**config.mk**
```make
export PLATFORM = sky130hd
export DESIGN_NAME = psc_div_stage
export DESIGN_NICKNAME = d
export VERILOG_FILES = /design/src/rtl/psc_pkg.sv /design/src/rtl/psc_div_stage.sv
export SDC_FILE = /design/constraint.sdc
export NUM_CORES = 1
export LEC_CHECK = 0
export ABC_AREA = 1
export BUFFER_PORTS_ARGS = -buffer_cell sky130_fd_sc_hd__buf_2
export CAP_MARGIN = 20
export CORE_MARGIN = 5
export CORE_UTILIZATION = 45
export DETAILED_ROUTE_END_ITERATION = 10
export GPL_TIMING_DRIVEN = 0
export PLACE_DENSITY = 0.7
export SYNTH_ARGS = -nofsm -noshare
export SYNTH_HDL_FRONTEND = slang
export SYNTH_SLANG_ARGS = --single-unit
```
**constraint.sdc**
```tcl
create_clock -name i_clk -period 7.31 [get_ports i_clk]
set_input_delay 0 -clock i_clk [delete_from_list [all_inputs] [get_ports i_clk]]
set_output_delay 0 -clock i_clk [all_outputs]
set_load 0.05 [all_outputs]
```
**src/rtl/psc_pkg.sv**
```systemverilog
package psc_pkg;

    localparam int PSC_VALUE_W  = 64;
    localparam int PSC_TERM_W   = 32;
    localparam int PSC_REM_W    = 32;
    localparam int PSC_DIV_BITS = 4;

    localparam logic [PSC_VALUE_W-1:0] PSC_ALL_ONES = '1;

    typedef enum logic {
        PSC_FUNC_NUM_OVER_DEN = 1'b0,
        PSC_FUNC_DEN_OVER_NUM = 1'b1
    } t_func;

    // item as it travels through the long division
    typedef struct packed {
        logic                   bypass;
        logic                   sat;
        logic [PSC_TERM_W-1:0]  divisor;
        logic [PSC_REM_W-1:0]   rem;
        logic [PSC_VALUE_W-1:0] quo;
    } t_div_item;

endpackage

```
**src/rtl/psc_div_stage.sv**
```systemverilog
module psc_div_stage #(
    parameter int DIV_BITS = psc_pkg::PSC_DIV_BITS
) (
    input  logic               i_clk,
    input  logic               i_rst_n,
    input  logic               i_en,
    input  logic               i_valid,
    input  psc_pkg::t_div_item i_item,
    output logic               o_valid,
    output psc_pkg::t_div_item o_item
);

    localparam int RW = psc_pkg::PSC_REM_W;
    localparam int VW = psc_pkg::PSC_VALUE_W;

    logic               r_valid;
    psc_pkg::t_div_item r_item;
    psc_pkg::t_div_item n_item;

    // restoring long division, remainder kept below the divisor
    always_comb begin
        logic [RW:0] trial;
        trial  = '0;
        n_item = i_item;
        if (!i_item.bypass) begin
            for (int s = 0; s < DIV_BITS; s++) begin
                trial = {n_item.rem, n_item.quo[VW-1]};
                if (trial >= {1'b0, i_item.divisor}) begin
                    trial = trial - {1'b0, i_item.divisor};
                    n_item.quo = {n_item.quo[VW-2:0], 1'b1};
                end else begin
                    n_item.quo = {n_item.quo[VW-2:0], 1'b0};
                end
                n_item.rem = trial[RW-1:0];
            end
        end
    end

    always_ff @(posedge i_clk) begin
        if (!i_rst_n) begin
            r_valid <= 1'b0;
        end else if (i_en) begin
            r_valid <= i_valid;
        end
    end

    always_ff @(posedge i_clk) begin
        if (i_en && i_valid) begin
            r_item <= n_item;
        end
    end

    assign o_valid = r_valid;
    assign o_item  = r_item;

endmodule

```
==> results.cfg <==
[sta]
final.setup_skew_ns = 0
finalWorstPathRequiredPeriod_ns = 7.69
rsz_0062_raised_after_global_routing = true
setup_ws_ns = -0.378
final-hold-violation-count = 0
slew_headroom_pct = 29.5
fmax_ghz = 0.130
timing_max_transition_violations_final = 0
worstMarginPinSlew_ns = 1.06
setup_viol = 33
final_min_period_over_clock_period_pct = 105

[logic_synthesis]
flops_latches_synth = 131
yosysWarningCount = 0
mappedNetlistNets = 2494
syn_inst = 2228
synth_top_area_share_pct = 26.8
synth.cell_area_um2 = 14600
ys_top_cells_by_area = edfxtp_1, nand2_1, ha_1, inv_1, a21oi_1
post-synth-top-area-cell = edfxtp_1
yosysSeqAreaShare_pct = 26.9
synth.lib_cells_used.distinct = 52
synth-async-reset-ratio_pct = 0
number_of_synthesized_flops_with_an_enable_pin = 130
synth-main-ff-cell = edfxtp_1
syn-mean-instance-area_um2 = 6.55

[global_route]
grtUsageMet2_pct = 63.8
use_met1_pct = 45.3
vias_in_the_first_global_route = 18700
grt_first_pass_wirelength_mm = 109
groute.layer.met3.usage_pct = 10.6
grt_overflow = 0
grt_max_degree = 101
grtUsageTotal_pct = 39.7
antenna_found_initial = 2
grt_most_used_layer = met2

[floorplan]
die_height_um = 190
floorplan.die_area_um2 = 36100
die_x_um = 190
design.portCount = 265
initial_core_util_pct = 45.2
placement_rows = 66
floorplan.core_area_um2 = 32300

[setup_path]
worst_ep_required_time_ns = 7.51
cpLargestDelayFamily = simple AND/OR/NAND/NOR gates
worstSetupStartpointType = input port
critical_path.endpoint_type = register
reg2reg_to = o_valid
path_buf_inv = 16
cell_type_with_the_highest_occurrence_count_on_the_critical_path = nand2_2
timing.critical_path.arrival_ns = 7.89
worst-setup-path-type = input port to register
ff2ff_setup_slack_ns = 6.07
worstPathMaxFanout = 8
timing.critical_path.depth = 61
critical_path.startpoint = i_item[118]
r2r-start = o_valid
worst-r2r-cell-count = 3
critPathMaxStageDelay_ns = 0.33
critical_path.slowest_cell = ha_4

[placed_design]
place_congestion = 1.03
place_hpwl_mm = 50.7
place_inst = 2935
place.port_buffers = 264

[clock_network]
clock-root-buffer = clkbuf_16
clkSinkCount = 131
clock_latency_at_the_later_pin_of_the_worst_skew_pair_ns = 0.46
htreeDepth = 4
clkTransAtPathRegs_ns = 0.07
tritoncts = done
tritoncts.num_buffers = 17
cts-root-to-sink-buffers = 2

[cells_and_area]
finish.net_count = 3193
share_of_post_route_cells_with_drive_strength_above_1_pct = 43.5
antenna_cells_inserted = 0
finalNonFillerCells = 3382
syn2layout_area_growth_pct = 71.4

[worst_hold_path]
worst_hold_path.endpoint = o_item[81]
timing.hold.worst.class = input port to register
timing.hold.worst_path_depth = 3
min_from = i_item[81]

[power_and_ir_drop]
clock_power_share_pct = 7.2
p_int_uw = 5730
p_switching_uw = 6540
seqPwrFrac_pct = 8.5
combPwrFrac_pct = 84.3
pwr_density_cell_nw_per_um2 = 491
sw_frac_of_total_pct = 53.3
power.leakage_uw = 0.0114
vdd_drop_max_mv = 0.381
total_power_uw = 12300

[detailed_routing]
drc_errors = 0
detail-route-antenna-nets = 0
postRouteWirelength_mm = 77.1
drt_via_density = 5.71
detail_route.wl_per_cell_um = 22.8
routed-via-count = 19300
drtIter0Drc = 1883
drt_pre_antenna_iters = 5

[status]
failed_checks = negative setup slack
status = complete, but fails checks

[flow_run]
max_capacitance_violation_count = 0
[how the worst max path moves through the flow]
stage                     slack [ns]    endpoint
after floorplan               0.0004  o_item[95]
after global placement         -3.33  o_item[76]
after detailed placement       -3.23  o_item[76]
after CTS                      -0.15  o_item[76]
after global routing           -0.66  o_item[82]
final                          -0.38  o_item[82]
[per-layer routing]
metal | vias to the layer above | part of all wire (%)
li1 | 8674 | -
met1 | 9000 | 35
met2 | 1239 | 44
met3 | 395 | 11
met4 | 4 | 9.6
met5 | - | 0.040
[power groups by stage]
stage | Combinational, uW | Clock, uW | Sequential (uW)
detailed placement | 6190 | 0 | 1050
global placement | 6150 | 0 | 1060
finish | 10300 | 886 | 1040
floorplan | 4170 | 0 | 1440
global route | 10900 | 929 | 1050
CTS | 8750 | 901 | 1040
[flip-flops by register name, summed over array words and instances (netlist names)]
| register | cells |
|---|---|
| o_item | 130 |
| o_valid | 1 |
[cell type report]
cell class	instances	area (um2)
inverter	291	1230
timing repair buffer	681	5190
sequential	131	3920
multi-input combinational	1755	13000
fill	2199	7290
clock buffer	17	425
buffer	50	488
tap	442	553
clock inverter	15	161
[layout by cell type (no fill, tap or decap), drive strengths merged, types with 114 or more instances in the layout]
master | Yosys | final
ha | 128 | 128
inv | 290 | 269
edfxtp | 130 | 130
nor2 | 165 | 165
o21ai | 114 | 114
a21oi | 135 | 135
buf | 25 | 555
nand3 | 128 | 128
dlygate4sd3 | 0 | 147
nand2 | 832 | 832
[cell families (layout without fill, tap and decap cells)]
logic type                 Yosys count  in the layout  share of synthesized area [%]
AOI/OAI and AO/OA                  323            323                           12.4
buffers and inverters              342           1054                           9.22
and+or+nand+nor                   1205           1205                           34.3
DFF                                131            131                           26.9
xor gates and xnor gates            95             95                           5.71
adders and majority gates          132            132                           11.5
[worst min-delay path, delay by kind of cell]
kind	cells	cell delay, ns
and+or+nand+nor	2	0.24
buffers and inverters	1	0.15
[cell usage after synthesis, types with 11 or more instances]
cell type	number
a21o_1	19
a21oi_1	135
buf_2	19
clkbuf_1	26
edfxtp_1	130
ha_1	128
inv_1	284
nand2_1	815
nand2_2	17
nand3_1	124
nand4_1	18
nor2_1	156
nor3_1	13
nor4_1	11
o21ai_0	108
o21bai_1	13
or2_2	23
xnor2_1	59
xor2_1	36
[what timing repair did]
item	4_1_cts	5_1_grt
resized for setup	707	245
endpoints found under the setup margin	34	33
buffers inserted	183	79
hold endpoints to repair	122	0
cloned	7	4
hold buffers	147	0
pin swaps	162	176
[per-stage QoR]
stage                     cell area (um2)  utilization [%]  hold WS, ns  worst slack (ns)  setup TNS (ns)
after floorplan                     14600                -       0.0989          0.000369               0
after global placement              16500             51.1        0.184             -3.33         -105.11
after detailed placement            16500             51.2        0.185             -3.23         -102.05
after CTS                           23400             72.5      0.00305            -0.148           -2.23
after global routing                25000             77.4       0.0203            -0.660          -18.93
final                               25000             77.4       0.0429            -0.378           -9.31
Power figures use the tool's default switching activity.
